File: src/hdl/rmts_pkg.sv
`default_nettype none

package rmts_pkg;

  localparam int TASK_SLOTS_DEF = 16;
  localparam int TIME_WIDTH_DEF = 32;

  localparam int ID_W   = 23;
  localparam int PER_W  = 16;
  localparam int UTIL_W = 20;
  localparam int PROD_W = PER_W + UTIL_W;

  localparam logic [UTIL_W-1:0] UTIL_MAX       = 20'hFFFFF;
  localparam logic [UTIL_W-1:0] PPM_SCALE      = 20'd1000000;
  localparam logic [UTIL_W-1:0] UTIL_BOUND_RST = 20'd693000;

  // word select bit of paddr
  localparam logic CFG_UTIL_BOUND = 1'b0;

  typedef enum logic [1:0] {
    FN_REGISTER   = 2'd0,
    FN_YIELD      = 2'd1,
    FN_DEREGISTER = 2'd2,
    FN_TICK       = 2'd3
  } func_e;

  typedef enum logic [2:0] {
    ST_OK      = 3'd0,
    ST_REFUSED = 3'd1,
    ST_FULL    = 3'd2,
    ST_UNKNOWN = 3'd3,
    ST_SKIPPED = 3'd4
  } status_e;

  typedef enum logic [1:0] {
    RS_SLEEP = 2'd0,
    RS_READY = 2'd1,
    RS_RUN   = 2'd2
  } run_state_e;

  typedef enum logic [2:0] {
    S_IDLE,
    S_MUL,
    S_DIVGO,
    S_DIV,
    S_ADMIT,
    S_LAUNCH,
    S_SWEEP
  } ctrl_state_e;

  typedef struct packed {
    func_e             func;
    logic [ID_W-1:0]   task_id;
    logic [PER_W-1:0]  period_ticks;
    logic [PER_W-1:0]  compute_ticks;
  } rmts_in_t;

  typedef struct packed {
    status_e           status;
    logic              running_valid;
    logic [ID_W-1:0]   running_id;
    logic              preempt_valid;
    logic [ID_W-1:0]   preempted_id;
  } rmts_out_t;

  // operation broadcast to every cell during a sweep
  typedef struct packed {
    func_e             func;
    logic [ID_W-1:0]   task_id;
    logic [PER_W-1:0]  period;
    logic [UTIL_W-1:0] util;
    logic              admit;
  } rmts_cmd_t;

  // sweep token handed from cell to cell
  typedef struct packed {
    logic              vld;
    logic              hit;
    logic              skip;
    logic [UTIL_W-1:0] hit_util;
    logic              best_vld;
    logic [PER_W-1:0]  best_per;
    logic [ID_W-1:0]   best_id;
    logic              run_ok;
    logic [PER_W-1:0]  run_per;
    logic [ID_W-1:0]   run_id;
  } rmts_tok_t;

endpackage

`default_nettype wire

File: src/hdl/rmts_cell.sv
`default_nettype none

module rmts_cell #(
  parameter int TASK_SLOTS = rmts_pkg::TASK_SLOTS_DEF,
  parameter int TIME_WIDTH = rmts_pkg::TIME_WIDTH_DEF,
  parameter int IDX        = 0
) (
  input  logic                          clk_i,
  input  logic                          rst_ni,
  input  rmts_pkg::rmts_cmd_t           cmd_i,
  input  logic [TIME_WIDTH-1:0]         now_i,
  input  logic [$clog2(TASK_SLOTS)-1:0] run_slot_i,
  input  logic                          run_pres_i,
  input  logic                          start_en_i,
  input  logic [$clog2(TASK_SLOTS)-1:0] start_idx_i,
  input  logic                          stop_en_i,
  input  logic [$clog2(TASK_SLOTS)-1:0] stop_idx_i,
  input  rmts_pkg::rmts_tok_t           tok_i,
  input  logic [$clog2(TASK_SLOTS)-1:0] hidx_i,
  input  logic [$clog2(TASK_SLOTS)-1:0] bidx_i,
  output rmts_pkg::rmts_tok_t           tok_o,
  output logic [$clog2(TASK_SLOTS)-1:0] hidx_o,
  output logic [$clog2(TASK_SLOTS)-1:0] bidx_o
);
  import rmts_pkg::*;

  localparam int IW = $clog2(TASK_SLOTS);
  localparam int TW = TIME_WIDTH;

  logic              used_q, used_d, armed_q, armed_d;
  logic [ID_W-1:0]   id_q, id_d;
  logic [PER_W-1:0]  per_q, per_d;
  logic [UTIL_W-1:0] util_q, util_d;
  run_state_e        st_q, st_d;
  logic [TW-1:0]     rel_q, rel_d, rel_sum;
  rmts_tok_t         tok_q, tok_d;
  logic [IW-1:0]     hidx_q, hidx_d, bidx_q, bidx_d, me;
  logic              hit;

  assign me = IW'(IDX);

  always_comb begin
    used_d  = used_q;
    armed_d = armed_q;
    id_d    = id_q;
    per_d   = per_q;
    util_d  = util_q;
    st_d    = st_q;
    rel_d   = rel_q;
    tok_d   = tok_i;
    hidx_d  = hidx_i;
    bidx_d  = bidx_i;
    hit     = 1'b0;
    rel_sum = ((rel_q == '0) ? now_i : rel_q) + TW'(per_q);
    if (tok_i.vld) begin
      unique case (cmd_i.func)
        FN_REGISTER: begin
          if (cmd_i.admit && !tok_i.hit && !used_q) begin
            hit     = 1'b1;
            used_d  = 1'b1;
            id_d    = cmd_i.task_id;
            per_d   = cmd_i.period;
            util_d  = cmd_i.util;
            st_d    = RS_SLEEP;
            rel_d   = '0;
            armed_d = 1'b0;
          end
        end
        FN_YIELD: begin
          if (!tok_i.hit && used_q && id_q == cmd_i.task_id) begin
            hit   = 1'b1;
            rel_d = rel_sum;
            if (rel_sum < now_i) begin
              tok_d.skip = 1'b1;
            end else begin
              armed_d = 1'b1;
              st_d    = RS_SLEEP;
            end
          end
        end
        FN_DEREGISTER: begin
          if (!tok_i.hit && used_q && id_q == cmd_i.task_id) begin
            hit            = 1'b1;
            used_d         = 1'b0;
            armed_d        = 1'b0;
            st_d           = RS_SLEEP;
            tok_d.hit_util = util_q;
          end
        end
        FN_TICK: begin
          if (used_q && armed_q && rel_q <= now_i) begin
            st_d    = RS_READY;
            armed_d = 1'b0;
          end
        end
        default: ;
      endcase
      if (hit) begin
        tok_d.hit = 1'b1;
        hidx_d    = me;
      end
      // dispatch search sees this slot after the action
      if (used_d && st_d == RS_READY && (!tok_i.best_vld || per_d < tok_i.best_per)) begin
        tok_d.best_vld = 1'b1;
        tok_d.best_per = per_d;
        tok_d.best_id  = id_d;
        bidx_d         = me;
      end
      if (run_pres_i && run_slot_i == me) begin
        tok_d.run_ok  = used_d && st_d == RS_RUN;
        tok_d.run_per = per_d;
        tok_d.run_id  = id_d;
      end
    end else begin
      if (stop_en_i && stop_idx_i == me) begin
        st_d = RS_READY;
      end
      if (start_en_i && start_idx_i == me) begin
        st_d = RS_RUN;
      end
    end
  end

  always_ff @(posedge clk_i or negedge rst_ni) begin
    if (!rst_ni) begin
      used_q  <= 1'b0;
      armed_q <= 1'b0;
      tok_q   <= '0;
    end else begin
      used_q  <= used_d;
      armed_q <= armed_d;
      tok_q   <= tok_d;
    end
  end

  always_ff @(posedge clk_i) begin
    id_q   <= id_d;
    per_q  <= per_d;
    util_q <= util_d;
    st_q   <= st_d;
    rel_q  <= rel_d;
    hidx_q <= hidx_d;
    bidx_q <= bidx_d;
  end

  assign tok_o  = tok_q;
  assign hidx_o = hidx_q;
  assign bidx_o = bidx_q;

endmodule

`default_nettype wire

File: config.mk
export PLATFORM = sky130hd
export DESIGN_NAME = rmts_cell
export DESIGN_NICKNAME = d
export VERILOG_FILES = /design/src/hdl/rmts_pkg.sv /design/src/hdl/rmts_cell.sv
export SDC_FILE = /design/constraint.sdc
export NUM_CORES = 1
export LEC_CHECK = 0
export ABC_AREA = 0
export BUFFER_PORTS_ARGS = -buffer_cell sky130_fd_sc_hd__buf_2
export CAP_MARGIN = 20
export CORE_UTILIZATION = 54
export CTS_BUF_LIST = sky130_fd_sc_hd__clkbuf_4
export CTS_CLUSTER_DIAMETER = 200
export DETAILED_ROUTE_END_ITERATION = 8
export PLACE_DENSITY = 0.83
export SETUP_SLACK_MARGIN = 0.4
export SYNTH_ARGS = -nofsm -noshare
export SYNTH_HDL_FRONTEND = slang
export SYNTH_SLANG_ARGS = --single-unit
File: constraint.sdc
create_clock -name clk_i -period 7.7 [get_ports clk_i]
set_input_delay 0.77 -clock clk_i [delete_from_list [all_inputs] [get_ports clk_i]]
set_output_delay 0.77 -clock clk_i [all_outputs]
set_load 0.05 [all_outputs]
After elaboration in Yosys (flattened, before gate mapping)
Cells that the tools add are included.

operators by class
  add/subtract/negate cells = 1
  eq/ne operators = 11
  magnitude comparators = 3
  mux-type cells = 46
  reduce and logical (&&, ||, !) cells = 27

operator list
  kind                                                                   number
  102-bit 2-to-1 mux                                                     1
  32-bit 2-to-1 mux                                                      3
  40-bit 2-to-1 mux                                                      2
  32-bit one-hot mux with 2 select lines                                 1
  16-bit 2-to-1 mux                                                      3
  23-bit 2-to-1 mux                                                      2
  20-bit 2-to-1 mux                                                      2
  32-bit by 16-bit adder with 32-bit output                              1
  32-bit <= comparator                                                   1
  32-bit zero test                                                       1
  32-bit < comparator                                                    1
  23-bit equality test                                                   1
  2-bit 2-to-1 mux                                                       9
  16-bit < comparator                                                    1
  4-bit 2-to-1 mux                                                       4
  1-bit 2-to-1 mux                                                       15
  1-bit logical AND                                                      12
  4-bit zero test                                                        3
  2-bit inequality test, second input constant                           5
  2-bit one-hot mux with 4 select lines                                  1
  2-bit equality test, second input constant                             3
  6-bit AND reduction                                                    1
  2-bit by 1-bit equality test with 1-bit output, second input constant  2
  1-bit one-hot mux with 2 select lines                                  2
  other kinds (9)                                                        11

word-level totals
  output and inout bits = 111
  input bits = 222
  word-level logic and storage cells = 107
  bits in registers = 206

Depth between registers and ports, before layout
Gate-level depths: netlist of the first run.

  depth after elaboration = 13
  gate-level depth with buffers = 31

Worst setup path after synthesis of the first run
No wires, ideal clock.

  kind = register -> register
  from = register rel_q[18]
  to = register tok_q, in the netlist tok_o[43]
  cell stages (with the launch flop) = 29
  data required time = 7.575 ns
  arrival = 6.348 ns
  library setup time = 0.125 ns
  period minus slack after synthesis = 6.473 ns
  path slack = 1.227 ns
  cells stage by stage = edfxtp_1 > nor4_1 > and4_1 > buf_2 > and2_1 > clkbuf_1 > buf_2 > buf_1 > clkbuf_1 > nand2_1 > nand2_1 > ha_1 > inv_1 > fa_1 > nor2b_1 > o21ai_0 > a21o_1 > o2bb2ai_1 > o211a_1 > nor4_1 > xor2_1 > ha_1 > nand4_1 > or4_1 > o21ai_0 > a311o_2 > nand3b_4 > buf_6 > mux2_4

RTL lines
  item                      line              RTL
  start: declaration        rmts_cell.sv:35   logic [TW-1:0] rel_q, rel_d, rel_sum;
  start signal: assignment  rmts_cell.sv:141  rel_q <= rel_d;
  end signal: assignment    rmts_cell.sv:132  tok_q <= tok_d;
  end: declaration          rmts_cell.sv:36   rmts_tok_t tok_q, tok_d;

==> results.py, run 1 <==
metrics = {
    "critical_path": {
        "critPathMaxFanout": 14,
        "critPathArrivalTime_ns": 7.39,
        "r2r-end": "tok_o[67]",
        "crit_required_ns": 8.23,
        "startpoint_type": "flip-flop",
        "cp-end-kind": "flip-flop",
        "r2r-start": "rel_q[27]",
        "critPathKind": "reg2reg",
        "reg2reg_slack_ns": 0.83,
        "worst-r2r-cell-count": 23,
    },
    "synthesis": {
        "synth-seq-area-share_pct": 48.1,
        "synth_area_leaders": "edfxtp_1 (24%), dfrtp_1 (23%), ha_1 (11%)",
        "synth_nets": 1276,
        "synth_top_area_share_pct": 24.0,
        "yosysUniqueCellTypes": 69,
        "synth_ff_type": "dfrtp_1",
        "synth_common_cells": "dfrtp_1 (105), mux2_2 (100), ha_1 (99)",
        "synth_cells": 954,
        "ys_ff_latch": 206,
        "syn_area_um2": 11600,
        "ys_warn_count": 0,
        "avgSynthCellArea_um2": 12.2,
        "synth_top_area_cell": "edfxtp_1",
        "synth-edff-count": 93,
        "synth.most_common_cell": "dfrtp_1",
        "async_flop_share_pct": 51.0,
    },
    "die": {
        "die_y_um": 149,
        "coreArea_um2": 21000,
        "num_rows": 53,
        "dieArea_um2": 22100,
        "die_w_um": 149,
        "boundaryPins": 333,
        "start_util_pct": 55.2,
    },
    "pwr": {
        "leakagePower_nw": 6.82,
        "peakVddDrop_uv": 185,
        "powerDensity_nw_per_um2": 203,
        "total_power_mw": 2.90,
    },
    "layout": {
        "nNetsFinal": 1645,
        "fill_cells": 1549,
        "drive_above_1_share_pct": 42.4,
        "stdcell_area_um2": 14300,
        "area_growth_pct": 23.0,
        "fin_util_pct": 68.0,
    },
    "timing": {
        "hold_viol": 0,
        "finalCritPeriodShare_pct": 89.2,
        "fmax_mhz": 146,
        "drv_slew": 0,
        "fin_crit_ns": 6.87,
        "setup_tns_ns": 0,
        "slew_headroom_pct": 33.3,
        "rsz0062_at_grt": "false",
        "setup_viol": 0,
        "fin_skew_ns": 0.0473,
        "worst_slew_pin_slew_ns": 1.00,
    },
    "route": {
        "via_per_inst": 5.63,
        "drt_wl_total_um": 32900,
        "first_pass_iters": 7,
        "wl_per_cell_um": 20.0,
        "vias": 9262,
        "drc": 0,
        "drtIter0Drc": 531,
        "antenna_left": 0,
    },
    "clock_tree": {
        "cts_tree": "done",
        "htreeDepth": 2,
        "numCtsBuffers": 53,
        "ctsRootBufferMaster": "clkbuf_4",
        "clk_pin_slew_worst_paths_ns": 0.07,
        "clock_path_buffers": 3,
        "clock_sinks": 206,
        "clk_latency_ns": 0.69,
    },
    "global_routing": {
        "grt_pass1_vias": 9473,
        "antenna_found_initial": 6,
        "grt_max_degree": 64,
        "grt_first_pass_wirelength_um": 49700,
        "track_usage_pct": 29.5,
        "grt-ovfl-total": 0,
    },
    "run_status": {
        "status": "finished clean",
    },
    "placed_design": {
        "gp_congestion": 0.964,
        "place_hpwl_um": 25000,
        "port_buffers": 332,
        "placed_area_um2": 13600,
    },
    "flow_run": {
        "drv_cap": 0,
    },
    "worst_hold_path": {
        "min_path_type": "in2async",
    },
}
[cell usage in the layout (no fill, tap or decap), types with 7 or more instances in the layout]
master	synthesis	layout
dfrtp_1	105	105
clkbuf_4	0	84
mux2_2	100	100
inv_1	66	66
nor3_1	11	10
clkinv_1	0	7
nand3_1	7	7
buf_4	0	10
xnor2_1	31	31
ha_1	99	99
nor2_1	21	20
dfxtp_1	8	8
o21ai_0	23	22
nand2b_1	9	9
a21oi_1	48	48
a31oi_1	9	9
mux2_4	35	35
edfxtp_1	93	93
nor2b_1	12	12
nand2_1	31	31
nor4_1	17	17
nand4_1	21	21
xor2_1	20	20
buf_2	3	331
and2_1	43	42
a21o_1	32	32
[per-layer routing]
metal	up-vias	part of all wire [%]	global-route usage, %
met5	-	0.070	0
met4	4	4.2	14.3
met3	97	8.8	8.22
met2	441	49	49.7
met1	4418	38	34.6
li1	4302	-	-
[cell families after synthesis]
kind of cell | after synthesis | synth area share (%)
xor gates and xnor gates | 51 | 3.85
AOI/OAI and AO/OA | 168 | 9.73
and+or+nand+nor | 195 | 9.59
muxes | 139 | 14.6
buffers and inverters | 95 | 3.36
DFF | 206 | 48.1
adders and majority gates | 100 | 10.8
[power by group]
| part | leakage, nW | total, mW | internal, mW | switching, mW |
|---|---|---|---|---|
| sequential | 2.17 | 1.26 | 1.23 | 0.0342 |
| combinational | 4.23 | 0.682 | 0.249 | 0.433 |
| clock | 0.422 | 0.957 | 0.497 | 0.460 |
| total | 6.82 | 2.90 | 1.97 | 0.927 |
[what timing repair did]
item / 4_1_cts / 5_1_grt
gates resized for setup: 0 / 2
hold buffers: 0 / 0
buffers inserted: 0 / 0
setup endpoints to repair: 0 / 43
[per-stage QoR]
stage	setup slack, ns	instances	hold slack [ns]
3_5_place_dp	0.564	1542	0.465
4_1_cts	0.469	1639	0.0446
5_1_grt	0.400	1644	0.0738
6_report	0.834	1644	0.0571
3_3_place_gp	0.739	1542	0.456
2_1_floorplan	1.23	954	0.455
[final cells by class]
cell class,instances,area [µm²],share of cell area [%]
Antenna cell,4,10.0,0.0701
Clock buffer,84,631,4.41
Clock inverter,13,62.6,0.438
Inverter,66,248,1.73
Multi-Input combinational cell,654,5660,39.6
Sequential cell,206,5580,39.1
Tap cell,275,344,2.41
Timing Repair Buffer,342,1750,12.3
[sequential cells by signal (all words and copies together), names as in the netlist, 2 cells and up]
register / flops
hidx_o: 4
id_q: 23
per_q: 16
st_q: 2
bidx_o: 4
tok_o: 103
util_q: 20
rel_q: 32
[how the worst max path moves through the flow]
stage	start	endpoint	cells after the start
detailed placement	rel_q[27]	tok_o[67]	23
global placement	rel_q[1]	tok_o[63]	23
finish	rel_q[27]	tok_o[67]	23
global route	rel_q[27]	tok_o[63]	23
CTS	rel_q[27]	tok_o[67]	23
floorplan	rel_q[18]	tok_o[43]	28
[worst max-delay path, cell delays in order, from the launching register on]
cell	delay, ns
edfxtp_1	0.43
nor4_1	0.40
and4_1	0.45
and2_2	0.38
nand2_1	0.09
nand2_1	0.08
ha_1	0.20
inv_1	0.07
fa_1	0.41
nor2b_1	0.13
o21ai_0	0.11
a21o_1	0.20
o2bb2ai_1	0.23
o211a_1	0.36
nor4_1	0.34
xor2_1	0.16
ha_1	0.34
nand4_1	0.15
or4_1	0.55
o21ai_1	0.35
a311o_2	0.37
nand3b_4	0.29
buf_4	0.31
mux2_4	0.31
(Power assumes the default switching activity.)
==> run 2: changes to the inputs <==
- MAX_ROUTING_LAYER: unset -> met4
==> run 2 against run 1 <==
Sequential power is essentially flat. Clock-buffer cell count fell by 11. Register-to-register slack improved by 0.19 ns. Global-route usage grew 1.3 points. Non-clock buffer count grew 1. Critical path depth did not move. Final area barely moved. Fmax rose by 2.8%. Combinational power decreased by 0.6%. Die area did not move. Power is 2.1% lower. Clock power is 5.9% lower. Largest power group unchanged. Highest routed layer is now met4.
==> results.py, run 2 (synthesis results as in run 1) <==
metrics = {
    "run_status": {
        "status": "finished clean",
    },
    "placed_design": {
        "port_buffers": 332,
        "gp_congestion": 0.948,
        "placed_area_um2": 13600,
        "place_hpwl_um": 25400,
    },
    "layout": {
        "stdcell_area_um2": 14300,
        "drive_above_1_share_pct": 42.1,
        "mostFrequentLayoutCell": "buf_2",
        "nNetsFinal": 1644,
        "fill_cells": 1600,
        "largest_register_ffs": 103,
        "area_growth_pct": 22.9,
        "layout_common_cells": "buf_2 (331), dfrtp_1 (105), mux2_2 (100)",
    },
    "clock_tree": {
        "clock_path_buffers": 3,
        "cts_tree": "done",
        "clock_sinks": 206,
        "htreeDepth": 2,
        "ctsRootBufferMaster": "clkbuf_4",
        "numCtsBuffers": 51,
        "postCtsSetupBuffers": 0,
        "clk_pin_slew_worst_paths_ns": 0.07,
        "clk_latency_ns": 0.66,
        "cts_hold_buf": 0,
    },
    "global_routing": {
        "grt-ovfl-total": 0,
        "grt_max_degree": 60,
        "track_usage_pct": 30.8,
        "grt_first_pass_wirelength_um": 50200,
        "antenna_found_initial": 11,
        "grt_pass1_vias": 9595,
    },
    "pwr": {
        "powerDensity_nw_per_um2": 199,
        "leakagePower_nw": 6.80,
        "peakVddDrop_uv": 172,
    },
    "timing": {
        "finalCritPeriodShare_pct": 86.7,
        "rsz0062_at_grt": "false",
        "setup_tns_ns": 0,
        "fin_skew_ns": 0.0491,
        "fin_crit_ns": 6.68,
        "fmax_mhz": 150,
        "slew_headroom_pct": 35.1,
        "worst_slew_pin_slew_ns": 0.973,
        "hold_viol": 0,
        "drv_slew": 0,
        "setup_viol": 0,
    },
    "critical_path": {
        "critPathArrivalTime_ns": 7.18,
        "crit_required_ns": 8.21,
        "startpoint_type": "flip-flop",
        "critPathMaxFanout": 17,
        "reg2reg_slack_ns": 1.02,
        "cp-end-kind": "flip-flop",
        "r2r-end": "tok_o[67]",
        "critPathKind": "reg2reg",
        "worst-r2r-cell-count": 23,
        "r2r-start": "rel_q[3]",
    },
    "route": {
        "vias": 9236,
        "antenna_left": 0,
        "via_per_inst": 5.59,
        "drc": 0,
        "wl_per_cell_um": 19.8,
        "drt_wl_total_um": 32800,
        "first_pass_iters": 4,
        "drtIter0Drc": 575,
    },
    "die": {
        "start_util_pct": 55.2,
        "coreArea_um2": 21000,
        "boundaryPins": 333,
        "num_rows": 53,
        "die_w_um": 149,
        "die_y_um": 149,
        "dieArea_um2": 22100,
    },
    "worst_hold_path": {
        "min_path_type": "in2async",
    },
    "flow_run": {
        "drv_cap": 0,
    },
}
[run 2: changes by cell type in the layout (fill, tap and decap cells not counted)]
cell | before | now
o21ai_1 | 2 | 1
clkinv_4 | 2 | 1
clkinvlp_4 | 0 | 1
and4_2 | 0 | 1
clkinv_2 | 3 | 7
diode_2 | 4 | 11
buf_4 | 10 | 11
clkinv_1 | 7 | 14
and4_1 | 4 | 3
clkbuf_4 | 84 | 73
o21ai_2 | 0 | 1
inv_2 | 1 | 0
[run 2: area by class of cell]
cell class | instances | area (µm²) | share of cell area [%]
inverters | 66 | 248 | 1.74
flip-flops and latches | 206 | 5580 | 39.1
clock inverters | 23 | 104 | 0.727
repair buffers | 343 | 1760 | 12.3
clock buffers | 73 | 548 | 3.84
multi-input cells | 654 | 5670 | 39.7
well taps | 275 | 344 | 2.41
diodes | 11 | 27.5 | 0.193
[run 2: report_power, final]
part | internal [mW] | leakage (nW) | switching (mW)
sequential | 1.23 | 2.17 | 0.0343
combinational | 0.249 | 4.24 | 0.429
clock | 0.444 | 0.390 | 0.456
[run 2: per-layer routing]
layer  vias to the layer above  track usage [%]  wire length (µm)
met5                         -                -                 0
met4                         0             13.1               982
met3                        79             7.64              2770
met2                       403             51.0             16300
met1                      4448             35.5             12700
li1                       4306                -                 -
[run 2: stage by stage]
step	power, mW	setup WS (ns)	hold WS, ns	std cells	utilization, %
after floorplan	1.73	1.23	0.455	954	-
after global placement	1.94	0.709	0.456	1543	64.6
after detailed placement	1.95	0.410	0.466	1543	64.6
after CTS	2.85	0.591	0.110	1639	67.7
after global routing	2.97	0.541	0.143	1651	67.9
final	2.84	1.02	0.139	1651	67.9
[run 2: worst max-delay path by stage]
stage,from,to,slack [ns],depth (start not counted)
3_5_place_dp,rel_q[3],tok_o[67],0.41,23
6_report,rel_q[3],tok_o[67],1.02,23
2_1_floorplan,rel_q[18],tok_o[43],1.23,28
4_1_cts,rel_q[3],tok_o[67],0.59,23
3_3_place_gp,rel_q[3],tok_o[63],0.71,23
5_1_grt,rel_q[11],tok_o[65],0.54,23
[run 2: timing repair]
action,CTS,global route
endpoints found under the setup margin,7,43
gates cloned,0,1
gates resized for setup,1,3
[run 2: critical path, cell delays in order (launching register included)]
cell and delay [ns]:
edfxtp_1 0.43, nor4_1 0.36, and4_2 0.41, and2_2 0.40, nand2_1 0.10, nand2_1 0.08, ha_1 0.19, inv_1 0.07
fa_1 0.40, nor2b_1 0.12, o21ai_0 0.12, a21o_1 0.21, o2bb2ai_1 0.25, o211a_1 0.38, nor4_1 0.38, xor2_1 0.15
ha_1 0.34, nand4_1 0.13, or4_1 0.56, o21ai_2 0.27, a311o_2 0.35, nand3b_4 0.27, buf_4 0.29, mux2_4 0.31
