## config.mk

```make
export PLATFORM = sky130hd
export DESIGN_NAME = rmts_div
export DESIGN_NICKNAME = d
export VERILOG_FILES = /design/src/hdl/rmts_pkg.sv /design/src/hdl/rmts_div.sv
export SDC_FILE = /design/constraint.sdc
export NUM_CORES = 1
export LEC_CHECK = 0
export ABC_CLOCK_PERIOD_IN_PS = 2270
export BUFFER_PORTS_ARGS = -buffer_cell sky130_fd_sc_hd__buf_2
export CORE_MARGIN = 2
export CORE_UTILIZATION = 34
export CTS_BUF_LIST = sky130_fd_sc_hd__clkbuf_4 sky130_fd_sc_hd__clkbuf_8 sky130_fd_sc_hd__clkbuf_16
export CTS_CLUSTER_SIZE = 28
export DETAILED_ROUTE_END_ITERATION = 10
export GPL_TIMING_DRIVEN = 0
export SLEW_MARGIN = 40
export SYNTH_ARGS = -nofsm -noshare
export SYNTH_HDL_FRONTEND = slang
export SYNTH_SLANG_ARGS = --single-unit
```

## constraint.sdc

```tcl
create_clock -name clk_i -period 2.27 [get_ports clk_i]
set_input_delay 0.1135 -clock clk_i [delete_from_list [all_inputs] [get_ports clk_i]]
set_output_delay 0.1135 -clock clk_i [all_outputs]
set_load 0.01 [all_outputs]
```

## src/hdl/rmts_pkg.sv

```systemverilog
`default_nettype none

package rmts_pkg;

  localparam int TASK_SLOTS_DEF = 16;
  localparam int TIME_WIDTH_DEF = 32;

  localparam int ID_W   = 23;
  localparam int PER_W  = 16;
  localparam int UTIL_W = 20;
  localparam int PROD_W = PER_W + UTIL_W;

  localparam logic [UTIL_W-1:0] UTIL_MAX       = 20'hFFFFF;
  localparam logic [UTIL_W-1:0] PPM_SCALE      = 20'd1000000;
  localparam logic [UTIL_W-1:0] UTIL_BOUND_RST = 20'd693000;

  // word select bit of paddr
  localparam logic CFG_UTIL_BOUND = 1'b0;

  typedef enum logic [1:0] {
    FN_REGISTER   = 2'd0,
    FN_YIELD      = 2'd1,
    FN_DEREGISTER = 2'd2,
    FN_TICK       = 2'd3
  } func_e;

  typedef enum logic [2:0] {
    ST_OK      = 3'd0,
    ST_REFUSED = 3'd1,
    ST_FULL    = 3'd2,
    ST_UNKNOWN = 3'd3,
    ST_SKIPPED = 3'd4
  } status_e;

  typedef enum logic [1:0] {
    RS_SLEEP = 2'd0,
    RS_READY = 2'd1,
    RS_RUN   = 2'd2
  } run_state_e;

  typedef enum logic [2:0] {
    S_IDLE,
    S_MUL,
    S_DIVGO,
    S_DIV,
    S_ADMIT,
    S_LAUNCH,
    S_SWEEP
  } ctrl_state_e;

  typedef struct packed {
    func_e             func;
    logic [ID_W-1:0]   task_id;
    logic [PER_W-1:0]  period_ticks;
    logic [PER_W-1:0]  compute_ticks;
  } rmts_in_t;

  typedef struct packed {
    status_e           status;
    logic              running_valid;
    logic [ID_W-1:0]   running_id;
    logic              preempt_valid;
    logic [ID_W-1:0]   preempted_id;
  } rmts_out_t;

  // operation broadcast to every cell during a sweep
  typedef struct packed {
    func_e             func;
    logic [ID_W-1:0]   task_id;
    logic [PER_W-1:0]  period;
    logic [UTIL_W-1:0] util;
    logic              admit;
  } rmts_cmd_t;

  // sweep token handed from cell to cell
  typedef struct packed {
    logic              vld;
    logic              hit;
    logic              skip;
    logic [UTIL_W-1:0] hit_util;
    logic              best_vld;
    logic [PER_W-1:0]  best_per;
    logic [ID_W-1:0]   best_id;
    logic              run_ok;
    logic [PER_W-1:0]  run_per;
    logic [ID_W-1:0]   run_id;
  } rmts_tok_t;

endpackage

`default_nettype wire

```

## src/hdl/rmts_div.sv

```systemverilog
`default_nettype none

module rmts_div (
  input  logic                       clk_i,
  input  logic                       rst_ni,
  input  logic                       start_i,
  input  logic [rmts_pkg::PROD_W-1:0] num_i,
  input  logic [rmts_pkg::PER_W-1:0]  den_i,
  output logic                       done_o,
  output logic [rmts_pkg::PROD_W-1:0] quo_o
);
  import rmts_pkg::*;

  localparam int CW = $clog2(PROD_W + 1);

  logic [PROD_W-1:0] nq_q, nq_d;
  logic [PER_W:0]    rem_q, rem_d, rem_sh;
  logic [PER_W-1:0]  den_q, den_d;
  logic [CW-1:0]     cnt_q, cnt_d;
  logic              busy_q, busy_d, done_q, done_d;

  always_comb begin
    nq_d   = nq_q;
    rem_d  = rem_q;
    den_d  = den_q;
    cnt_d  = cnt_q;
    busy_d = busy_q;
    done_d = 1'b0;
    rem_sh = {rem_q[PER_W-1:0], nq_q[PROD_W-1]};
    if (start_i) begin
      nq_d   = num_i;
      rem_d  = '0;
      den_d  = den_i;
      cnt_d  = CW'(PROD_W);
      busy_d = 1'b1;
    end else if (busy_q) begin
      // one quotient bit per cycle
      if (rem_sh >= {1'b0, den_q}) begin
        rem_d = rem_sh - {1'b0, den_q};
        nq_d  = {nq_q[PROD_W-2:0], 1'b1};
      end else begin
        rem_d = rem_sh;
        nq_d  = {nq_q[PROD_W-2:0], 1'b0};
      end
      cnt_d = cnt_q - 1'b1;
      if (cnt_q == CW'(1)) begin
        busy_d = 1'b0;
        done_d = 1'b1;
      end
    end
  end

  always_ff @(posedge clk_i or negedge rst_ni) begin
    if (!rst_ni) begin
      busy_q <= 1'b0;
      done_q <= 1'b0;
      cnt_q  <= '0;
    end else begin
      busy_q <= busy_d;
      done_q <= done_d;
      cnt_q  <= cnt_d;
    end
  end

  always_ff @(posedge clk_i) begin
    nq_q  <= nq_d;
    rem_q <= rem_d;
    den_q <= den_d;
  end

  assign done_o = done_q;
  assign quo_o  = nq_q;

endmodule

`default_nettype wire

```

======== Word level (Yosys, flattened, before mapping) ========
Cells that the tools add are included.
storage, ports and cells
  input bits .............................. 55
  output and inout port bits .............. 37
  logic and storage cells ................. 23
  register bits ........................... 76
cells by class
  reductions and logical operators ........ 1
  mux-type cells .......................... 12
  equal/unequal tests ..................... 1
  magnitude comparators ................... 1
  add/subtract/negate cells ............... 2
operator list
  operator               number
  $mux W36               2
  $ge A17 B16 Y1         1
  $mux W16               1
  $sub A16 B16 Y16       1
  $mux W6                2
  $mux W1                7
  $eq A6 B1 Y1 const B   1
  $sub A6 B1 Y6 const B  1
  $reduce_bool A2 Y1     1

======== Depth between registers and ports, before layout ========
Gate-level depths: netlist of the first run.
  depth in word-level cells ............... 4
  depth in mapped cells ................... 11
  gate-level depth less buffers ........... 9

======== Worst setup path after synthesis of the first run ========
OpenSTA, ideal clock, no wires.
  path type ............................... register to register
  from .................................... register den_q[8]
  to ...................................... register nq_q[0] (netlist: quo_o[0]), data pin
  arrival time ............................ 2264 ps
  setup slack ............................. -254 ps
  buffers on the path ..................... 2
  stages on the path, launching flop included .. 11
  period minus slack after synthesis ...... 2524 ps
  setup time .............................. 260 ps
  data required time ...................... 2010 ps
  cells stage by stage .................... edfxtp_1 inv_1 ha_1 a21o_1 a221o_1 a221oi_4 a21o_1 buf_6 buf_8 nand2_2 mux2_2
between the ends
  word-level cells in the longest chain between the ends .. 4
RTL lines
  element                 RTL line        RTL
  start, declared         rmts_div.sv:18  logic [PER_W-1:0] den_q, den_d;
  start signal, assigned  rmts_div.sv:68  den_q <= den_d;
  $ge A17 B16 Y1          rmts_div.sv:38  if (rem_sh >= {1'b0, den_q}) begin
  $mux W1                 rmts_div.sv:38
  $mux W36                rmts_div.sv:36  end else if (busy_q) begin
  $mux W36                rmts_div.sv:30  if (start_i) begin
  via nq_d[0]             rmts_div.sv:16  logic [PROD_W-1:0] nq_q, nq_d;
  end signal, assigned    rmts_div.sv:66  nq_q <= nq_d;
  end, declared           rmts_div.sv:16
The timed path passes the listed nets, and every way through them passes these cells. The select of a mux whose other input is x is not followed.
A chain may end at the register's enable or synchronous reset.

======== Worst setup path after layout of the first run ========
  from .................................... register nq_q[35] (netlist: quo_o[35])
  to ...................................... register rem_q[12]
between the ends
  word-level cells in the longest chain between the ends .. 2
  elaborated cells between the ends (all ways) .. 3
  those cells by class .................... add/sub (1); order compare (1); mux (1)
RTL lines
  element                                                    RTL line                        RTL
  $sub A16 B16 Y16 / $ge A17 B16 Y1 (equally long branches)  rmts_div.sv:39, rmts_div.sv:38
  $mux W16 (*)                                               rmts_div.sv:38
  end signal, assigned                                       rmts_div.sv:67                  rem_q <= rem_d;
  end, declared                                              rmts_div.sv:17                  logic [PER_W:0] rem_q, rem_d, rem_sh;
Mark *: on every way between the ends. The rest lies on a longest branch, timed or not.

==> impl_metrics.env, run 1 <==
export IMPL_critPathKind="reg -> reg"
export IMPL_hpwl_um=7120
export IMPL_start_kind="flop"
export IMPL_ff2ff_setup_slack_ns=-0.26
export IMPL_grt_start_max_net_pins=37
export IMPL_max_freq_mhz=395
export IMPL_maxCapViolations=0
export IMPL_min_period_ns=2.53
export IMPL_violations="setup timing"
export IMPL_synth_avg_cell_area_um2=11.7
export IMPL_fin_util_pct=47.9
export IMPL_r2r_cells=9
export IMPL_syn_cell_area_um2=4130
export IMPL_route_detailed_drc=0
export IMPL_die_x_um=114
export IMPL_ys_ff_latch=76
export IMPL_p_leak_nw=2.42
export IMPL_worst_setup_path_end_kind="flop"
export IMPL_track_usage_pct=16.9
export IMPL_fin_tns_setup_ns=-2.40
export IMPL_via_count=3363
export IMPL_worstSkewPairLatency_ns=0.34
export IMPL_min_to="quo_o[22]$_DFFE_PP_"
export IMPL_fin_crit_sh_pct=111
export IMPL_cts_buffer_depth=2
export IMPL_ys_flop_type="edfxtp_1"
export IMPL_coreArea_um2=12000
export IMPL_antenna_found_initial=0
export IMPL_via_per_inst=5.17
export IMPL_grt_pass1_wl_um=17000
export IMPL_setup_viol=17
export IMPL_vdd_drop_max_mv=0.473
export IMPL_drt_iter0_drc=176
export IMPL_synth_compound_area_share_pct=15.2
export IMPL_drtAntennaViolNets=0
export IMPL_cts_sinks=76
export IMPL_status="finished with violations"
export IMPL_synthCells=352
export IMPL_area_growth_pct=38.6
export IMPL_arrival_ns=2.76
export IMPL_num_rows=40
export IMPL_synth_cell_types=65
export IMPL_slew_viol_final=0
export IMPL_cp_max_fo=3
export IMPL_synth_fp_nets=426
export IMPL_drive_gt1_share_pct=44.4
export IMPL_synth_top_family_by_area="compound AO/OA/AOI/OAI gates"
export IMPL_synthSimpleGateAreaFrac_pct=11.7
export IMPL_final_hold_violation_count=0
export IMPL_fin_nets=573
export IMPL_antenna_cells=0
export IMPL_root_buffer="clkbuf_16"
export IMPL_cts_tree="built"
export IMPL_hold_class="in -> reg"
export IMPL_setup_ws_ns=-0.260
export IMPL_grt_pass1_vias=3394
export IMPL_slew_limit_headroom_pct=49.8
export IMPL_r2r_start="quo_o[35]$_DFFE_PP_"
export IMPL_cp_data_required_time_ns=2.50
export IMPL_pre_cts_slack_ns=-0.471
export IMPL_numPortBuffers=91
export IMPL_hold_depth=2
export IMPL_clk_pin_slew_ns=0.06
export IMPL_dieArea_um2=13100
export IMPL_synth_xor_area_share_pct=2.54
export IMPL_routedWlPerCell_um=16.2
export IMPL_hp_start="num_i[22]"
export IMPL_synthAdderAreaFrac_pct=5.93
export IMPL_grt_overflow=0
export IMPL_gp_congestion=0.851
export IMPL_yosysWarnings=0
export IMPL_die_h_um=114
export IMPL_final_common_cell="buf_2"
export IMPL_drt_wl_total_um=10500
export IMPL_cts_buffers=9
export IMPL_drt_first_pass_iters=4
export IMPL_async_reset_ff_share_pct=10.5
export IMPL_ys_seq_area_share_pct=50.4
export IMPL_power_density_nw_per_um2=1080
export IMPL_tightest_slew_ns=0.750
export IMPL_grt_setup_unrepaired="true"
export IMPL_fin_skew_ns=0.00672
export IMPL_io_pins=92
export IMPL_cts_htree_levels=3
export IMPL_final_cell_mix="91 x buf_2, 52 x edfxtp_1, 35 x mux2_2"
export IMPL_synth_edf_count=52
export IMPL_reg2reg_to="rem_q[12]$_SDFFE_PP0P_"
export IMPL_yosys_mux_area_fraction_pct=10.0
export IMPL_start_util_pct=34.6
-- routing by layer --
layer / vias to the layer above / GRT usage [%] / share of wire [%]
li1: 1636 / - / -
met1: 1612 / 23.4 / 47
met2: 102 / 25.4 / 46
met3: 13 / 4.50 / 5.2
met4: 0 / 5.93 / 1.5
met5: - / 0 / 0
-- state kept, by name, indices dropped and copies added, names as in the netlist --
register / cells
busy_q: 1
cnt_q: 6
den_q: 16
done_o: 1
quo_o: 36
rem_q: 16
-- cell type report --
class,count,area [um2]
sequential,76,2080
timing repair buffer,138,897
multi-input combinational,236,2080
clock buffer,10,233
buffer,15,90.1
inverter,23,86.3
fill,1076,6230
tap,147,184
clock inverter,6,71.3
-- through the flow --
stage / power, mW / instances / area, um2 / hold WS (ns)
CTS: 5.90 / 641 / 5520 / 0.0571
floorplan: 3.49 / 352 / 4170 / -0.182
global placement: 4.01 / 590 / 4810 / -0.0313
finish: 6.20 / 651 / 5730 / 0.0687
detailed placement: 4.04 / 590 / 4810 / -0.0315
global route: 6.59 / 651 / 5730 / 0.0624
-- worst max-delay path by stage --
stage	from	slack [ns]	end
after global placement	start_i	-0.52	quo_o[30]$_DFFE_PP_
final	quo_o[35]$_DFFE_PP_	-0.26	rem_q[12]$_SDFFE_PP0P_
after global routing	quo_o[35]$_DFFE_PP_	-0.32	rem_q[12]$_SDFFE_PP0P_
after CTS	den_q[10]$_DFFE_PP_	-0.30	quo_o[0]$_DFFE_PP_
after detailed placement	den_q[9]$_DFFE_PP_	-0.47	quo_o[0]$_DFFE_PP_
after floorplan	den_q[10]$_DFFE_PP_	-0.21	quo_o[0]$_DFFE_PP_
-- timing repair --
| action | CTS | global route |
|---|---|---|
| gates resized for setup | 12 | 33 |
| endpoints found under the setup margin | 17 | 17 |
| hold buffers | 17 | 0 |
| setup buffers | 19 | 11 |
| gates cloned | 0 | 0 |
| endpoints found under the hold margin | 24 | 0 |
| pin swaps | 14 | 25 |
-- worst max-delay path, cell delays in order (launching register included) --
cell and delay [ns]:
edfxtp_1 0.40, inv_1 0.06, ha_2 0.19, fa_2 0.35, nand2b_4 0.16, a2111o_1 0.43, and4_4 0.19, nor4b_4 0.29
a211oi_2 0.06, a311o_1 0.28
-- kinds of logic after synthesis --
family,after synthesis
adder cells (fa/ha/maj),19
buffers and inverters,40
AO/OA/AOI/OAI,79
flip-flops,76
AND/OR/NAND/NOR,89
multiplexers,37
XOR/XNOR,12
-- synth_stat cells, drive strengths merged (9+ instances only) --
master	number	area (um2)
and2	9	58.8
nor2	26	100
o21ai	10	50.1
nand3	10	65.1
a21o	10	75.1
mux2	36	405
clkbuf	9	33.8
nand2	11	43.8
edfxtp	52	1560
nand2b	10	62.6
a21oi	13	68.8
ha	18	225
inv	23	86.3
dfxtp	16	320
-- power by group --
part           internal (mW)  switching, mW  leakage, nW
Combinational           1.39           1.38         1.51
Sequential              1.76          0.203        0.765
Clock                  0.873          0.594        0.143
(Power assumes the default switching activity.)
==> inputs of run 2 (changes only) <==
CORE_UTILIZATION = 45   (was 34)
CTS_CLUSTER_DIAMETER = 200   (was unset)
PLACE_DENSITY = 0.71   (was unset)
==> impl_metrics.env, run 2 (synthesis gave the netlist of run 1 again) <==
export IMPL_slew_viol_final=0
export IMPL_die_h_um=99.8
export IMPL_start_util_pct=46.9
export IMPL_multiInputGateArea_um2=2060
export IMPL_worst_setup_path_end_kind="flop"
export IMPL_fin_tns_setup_ns=-2.02
export IMPL_cts_buffers=9
export IMPL_root_buffer="clkbuf_8"
export IMPL_max_freq_mhz=389
export IMPL_dieArea_um2=9970
export IMPL_grt_start_max_net_pins=37
export IMPL_min_period_ns=2.57
export IMPL_antenna_cells=0
export IMPL_start_kind="flop"
export IMPL_p_leak_nw=2.42
export IMPL_cts_buffer_depth=2
export IMPL_critPathKind="reg -> reg"
export IMPL_seq_area_um2=2090
export IMPL_violations="setup timing"
export IMPL_fin_nets=584
export IMPL_dp_cells=551
export IMPL_maxCapViolations=0
export IMPL_slew_limit_headroom_pct=49.8
export IMPL_final_cell_mix="92 x buf_2, 52 x edfxtp_1, 35 x mux2_2, 35 x buf_4, 24 x nor2_1"
export IMPL_arrival_ns=2.82
export IMPL_num_rows=34
export IMPL_worstSkewPairLatency_ns=0.36
export IMPL_cp_max_fo=3
export IMPL_route_detailed_drc=0
export IMPL_hold_depth=2
export IMPL_pre_cts_slack_ns=-0.458
export IMPL_setup_ws_ns=-0.301
export IMPL_grt_pass1_wl_um=17000
export IMPL_gp_congestion=0.929
export IMPL_nFillCells=674
export IMPL_startpoint="quo_o[35]$_DFFE_PP_"
export IMPL_via_count=3493
export IMPL_grt_pass1_vias=3499
export IMPL_grt_overflow=0
export IMPL_largest_register_ffs=36
export IMPL_r2r_cells=9
export IMPL_cp_data_required_time_ns=2.52
export IMPL_numPortBuffers=91
export IMPL_min_to="quo_o[21]$_DFFE_PP_"
export IMPL_drt_first_pass_iters=5
export IMPL_antenna_found_initial=0
export IMPL_area_growth_pct=36.2
export IMPL_power_density_nw_per_um2=1070
export IMPL_reg2reg_to="rem_q[12]$_SDFFE_PP0P_"
export IMPL_drive_gt1_share_pct=45.0
export IMPL_clk_pin_slew_ns=0.09
export IMPL_die_x_um=99.8
export IMPL_r2r_start="quo_o[35]$_DFFE_PP_"
export IMPL_drtAntennaViolNets=0
export IMPL_dpl_instance_area_um2=4770
export IMPL_via_per_inst=5.61
export IMPL_cts_htree_levels=3
export IMPL_drt_wl_total_um=10700
export IMPL_finalInstanceArea_um2=5630
export IMPL_cts_tree="built"
export IMPL_hp_start="num_i[21]"
export IMPL_grt_setup_unrepaired="true"
export IMPL_hpwl_um=6860
export IMPL_final_cells=623
export IMPL_track_usage_pct=21.8
export IMPL_drt_iter0_drc=306
export IMPL_tightest_slew_ns=0.752
export IMPL_final_common_cell="buf_2"
export IMPL_hold_class="in -> reg"
export IMPL_routedWlPerCell_um=17.2
export IMPL_fin_crit_sh_pct=113
export IMPL_coreArea_um2=8810
export IMPL_fin_skew_ns=0.0107
export IMPL_ff2ff_setup_slack_ns=-0.30
export IMPL_io_pins=92
export IMPL_final_hold_violation_count=0
export IMPL_status="finished with violations"
export IMPL_cts_sinks=76
export IMPL_vdd_drop_max_mv=0.387
export IMPL_setup_viol=17
-- run 2: cell types whose count changed in the layout (fill, tap and decap cells not counted), sizes merged --
cell / previous run / this run
clkinvlp: 2 / 0
nor2: 26 / 27
bufinv: 1 / 2
clkbuf: 19 / 17
inv: 25 / 27
buf: 127 / 138
-- run 2: cell type report --
class / instances / area share, %
buffer: 15 / 1.73
tap: 108 / 2.40
sequential: 76 / 37.1
clock buffer: 9 / 2.20
clock inverter: 7 / 1.82
timing repair buffer: 148 / 16.7
inverter: 23 / 1.53
multi-input combinational: 237 / 36.6
-- run 2: worst max-delay path by stage --
stage          slack, ns                endpoint  depth (start not counted)
6_report           -0.30  rem_q[12]$_SDFFE_PP0P_                          9
5_1_grt            -0.37  rem_q[12]$_SDFFE_PP0P_                          9
4_1_cts            -0.27  rem_q[12]$_SDFFE_PP0P_                          9
3_5_place_dp       -0.46      quo_o[0]$_DFFE_PP_                         11
3_3_place_gp       -0.52     quo_o[18]$_DFFE_PP_                          5
2_1_floorplan      -0.21      quo_o[0]$_DFFE_PP_                         11
-- run 2: routing by layer --
metal  track usage [%]  vias to the layer above  wire [um]  part of all wire, %
met4              7.17                        0        187                  1.7
li1                  -                     1648          -                    -
met2              36.1                      154       5300                   49
met3              6.06                       20        736                  6.9
met1              27.7                     1671       4500                   42
met5                 0                        -          0                    0
-- run 2: stage by stage --
| step | util, % | total power [mW] | hold slack (ns) |
|---|---|---|---|
| finish | 63.9 | 6.03 | 0.0432 |
| global route | 63.9 | 6.30 | 0.0310 |
| CTS | 61.2 | 5.54 | 0.0285 |
| detailed placement | 54.1 | 4.02 | -0.0304 |
| global placement | 54.1 | 3.97 | -0.0367 |
| floorplan | - | 3.49 | -0.182 |
-- run 2: worst max-delay path: stages, from the launching register on --
cell and delay (ns):
edfxtp_1 0.39, inv_1 0.06, ha_2 0.19, fa_2 0.34, nand2b_4 0.16, a2111o_1 0.42, and4_1 0.18, nor4b_2 0.32
a211oi_1 0.09, a311o_1 0.29
-- run 2: timing repair --
item,4_1_cts,5_1_grt
hold buffers,17,0
endpoints found under the hold margin,24,0
gates cloned,1,1
setup endpoints to repair,17,17
resized for setup,18,22
pin swaps,17,11
buffers inserted,16,23
-- run 2: power breakdown --
part           internal, mW  total, mW  switching, mW
clock                 0.637       1.21          0.575
sequential             1.75       1.96          0.203
combinational          1.43       2.86           1.43
total                  3.82       6.03           2.21
==> inputs of run 3 (changes only) <==
SETUP_SLACK_MARGIN = 0.05   (was unset)
==> impl_metrics.env, run 3 (synthesis gave the netlist of run 1 again) <==
export IMPL_slew_viol_final=0
export IMPL_use_met3_pct=5.43
export IMPL_hold_class="in -> reg"
export IMPL_hpwl_um=6920
export IMPL_dpl_instance_area_um2=4780
export IMPL_comb_power_share_pct=46.3
export IMPL_pwr_share_seq_pct=35.6
export IMPL_grt_use_met2_pct=33.1
export IMPL_seq_area_um2=2080
export IMPL_num_rows=34
export IMPL_cts_htree_levels=3
export IMPL_tightest_slew_ns=0.831
export IMPL_r2r_start="quo_o[35]$_DFFE_PP_"
export IMPL_status="finished with violations"
export IMPL_cts_tree="built"
export IMPL_p_total_mw=5.50
export IMPL_io_pins=92
export IMPL_nFillCells=734
export IMPL_largest_register_ffs=36
export IMPL_fin_nets=569
export IMPL_slew_limit_headroom_pct=44.4
export IMPL_via_count=3415
export IMPL_drive_gt1_share_pct=42.2
export IMPL_die_h_um=99.8
export IMPL_grt_pass1_vias=3367
export IMPL_final_common_cell="buf_2"
export IMPL_routedWlPerCell_um=16.8
export IMPL_fin_crit_sh_pct=111
export IMPL_cp_data_required_time_ns=2.53
export IMPL_grt_setup_unrepaired="true"
export IMPL_p_leak_nw=2.34
export IMPL_violations="setup timing"
export IMPL_worst_setup_path_end_kind="flop"
export IMPL_multiInputGateArea_um2=2040
export IMPL_busiest_layer="met2"
export IMPL_maxCapViolations=0
export IMPL_numPortBuffers=91
export IMPL_area_growth_pct=32.5
export IMPL_fin_util_pct=62.2
export IMPL_antenna_found_initial=0
export IMPL_root_buffer="clkbuf_8"
export IMPL_track_usage_pct=21.1
export IMPL_switching_power_mw=2.11
export IMPL_power_density_nw_per_um2=1000
export IMPL_worstSkewPairLatency_ns=0.37
export IMPL_drt_iter0_drc=276
export IMPL_intPower_mw=3.40
export IMPL_coreArea_um2=8810
export IMPL_grt_overflow=0
export IMPL_max_freq_mhz=398
export IMPL_use_met1_pct=27.9
export IMPL_arrival_ns=2.77
export IMPL_gp_congestion=0.916
export IMPL_die_x_um=99.8
export IMPL_start_util_pct=46.9
export IMPL_finalInstanceArea_um2=5480
export IMPL_drt_first_pass_iters=5
export IMPL_clk_pin_slew_ns=0.10
export IMPL_setup_viol=17
export IMPL_final_cell_mix="91 x buf_2, 52 x edfxtp_1, 35 x mux2_2"
export IMPL_cts_buffers=9
export IMPL_route_detailed_drc=0
export IMPL_cts_buffer_depth=2
export IMPL_hp_start="num_i[13]"
export IMPL_setup_ws_ns=-0.244
export IMPL_final_hold_violation_count=0
export IMPL_antenna_cells=0
export IMPL_cts_sinks=76
export IMPL_sw_frac_of_total_pct=38.2
export IMPL_grt_pass1_wl_um=16400
export IMPL_min_period_ns=2.51
export IMPL_cp_max_fo=3
export IMPL_fin_skew_ns=0.0148
export IMPL_p_clk_share_pct=18.2
export IMPL_drt_wl_total_um=10200
export IMPL_via_per_inst=5.62
export IMPL_startpoint="quo_o[35]$_DFFE_PP_"
export IMPL_critPathKind="reg -> reg"
export IMPL_vdd_drop_max_mv=0.474
export IMPL_grt_start_max_net_pins=37
export IMPL_drtAntennaViolNets=0
export IMPL_dieArea_um2=9970
export IMPL_start_kind="flop"
-- run 3: cell types whose count changed in the layout (fill, tap and decap cells not counted), moves of 2 or more --
| cell | change |
|---|---|
| buf_12 | +2 |
| buf_4 | -13 |
| clkinvlp_4 | +2 |
| bufinv_16 | -2 |
| buf_6 | -4 |
| ha_1 | +3 |
| ha_2 | -3 |
-- run 3: path summary, 6_finish.rpt --
kind	depth (start not counted)	slack (ns)	to
setup / recovery	9	-0.24	rem_q[12]$_SDFFE_PP0P_
hold / removal	2	0.04	quo_o[13]$_DFFE_PP_
setup reg to reg	9	-0.24	rem_q[12]$_SDFFE_PP0P_
hold reg to reg	2	0.52	rem_q[5]$_SDFFE_PP0P_
max in group asynchronous	2	1.98	cnt_q[0]$_DFFE_PN0P_
min in group asynchronous	2	0.11	cnt_q[1]$_DFFE_PN0P_
-- run 3: metrics by stage --
| stage | worst slack (ns) | hold WS [ns] | setup TNS [ns] | instances |
|---|---|---|---|---|
| 2_1_floorplan | -0.208 | -0.182 | -0.408 | 352 |
| 3_3_place_gp | -0.485 | -0.0368 | -21.51 | 551 |
| 3_5_place_dp | -0.453 | -0.0308 | -8.71 | 551 |
| 4_1_cts | -0.234 | 0.0265 | -2.69 | 598 |
| 5_1_grt | -0.331 | 0.0194 | -3.76 | 608 |
| 6_report | -0.244 | 0.0356 | -1.93 | 608 |
-- run 3: power by group through the flow --
stage	clock network, mW	registers, mW	logic [mW]
global route	1.09	1.99	2.76
floorplan	0	1.95	1.56
global placement	0	1.95	2.05
CTS	1.03	1.95	2.33
finish	1.00	1.96	2.55
detailed placement	0	1.96	2.10
-- run 3: final cells by class --
class	instances	share of cell area [%]
Inverter	23	1.58
Clock buffer	9	2.26
Multi-Input combinational cell	237	37.3
Tap cell	108	2.47
Sequential cell	76	38.1
Buffer	16	1.85
Clock inverter	7	1.26
Timing Repair Buffer	132	15.2
-- run 3: critical path, stage by stage, from the launching register on --
cell      delay [ns]
edfxtp_1        0.40
inv_2           0.07
ha_4            0.16
fa_2            0.34
nand2b_4        0.16
a2111o_1        0.43
and4_1          0.21
nor4b_2         0.28
a211oi_1        0.07
a311o_1         0.29
-- run 3: routing by layer --
layer  vias to the layer above  part of all wire [%]  routed length, um
li1                       1625                     -                  -
met2                       111                    48               4880
met3                        17                   5.5                566
met5                         -                     0                  0
met4                         0                   2.0                207
met1                      1662                    45               4540
-- run 3: timing repair --
item / in CTS / in global routing
pin swaps: 16 / 7
gates cloned: 1 / 0
hold buffers: 17 / 0
setup endpoints to repair: 17 / 17
buffers inserted: 13 / 11
endpoints found under the hold margin: 24 / 0
gates resized for setup: 14 / 18
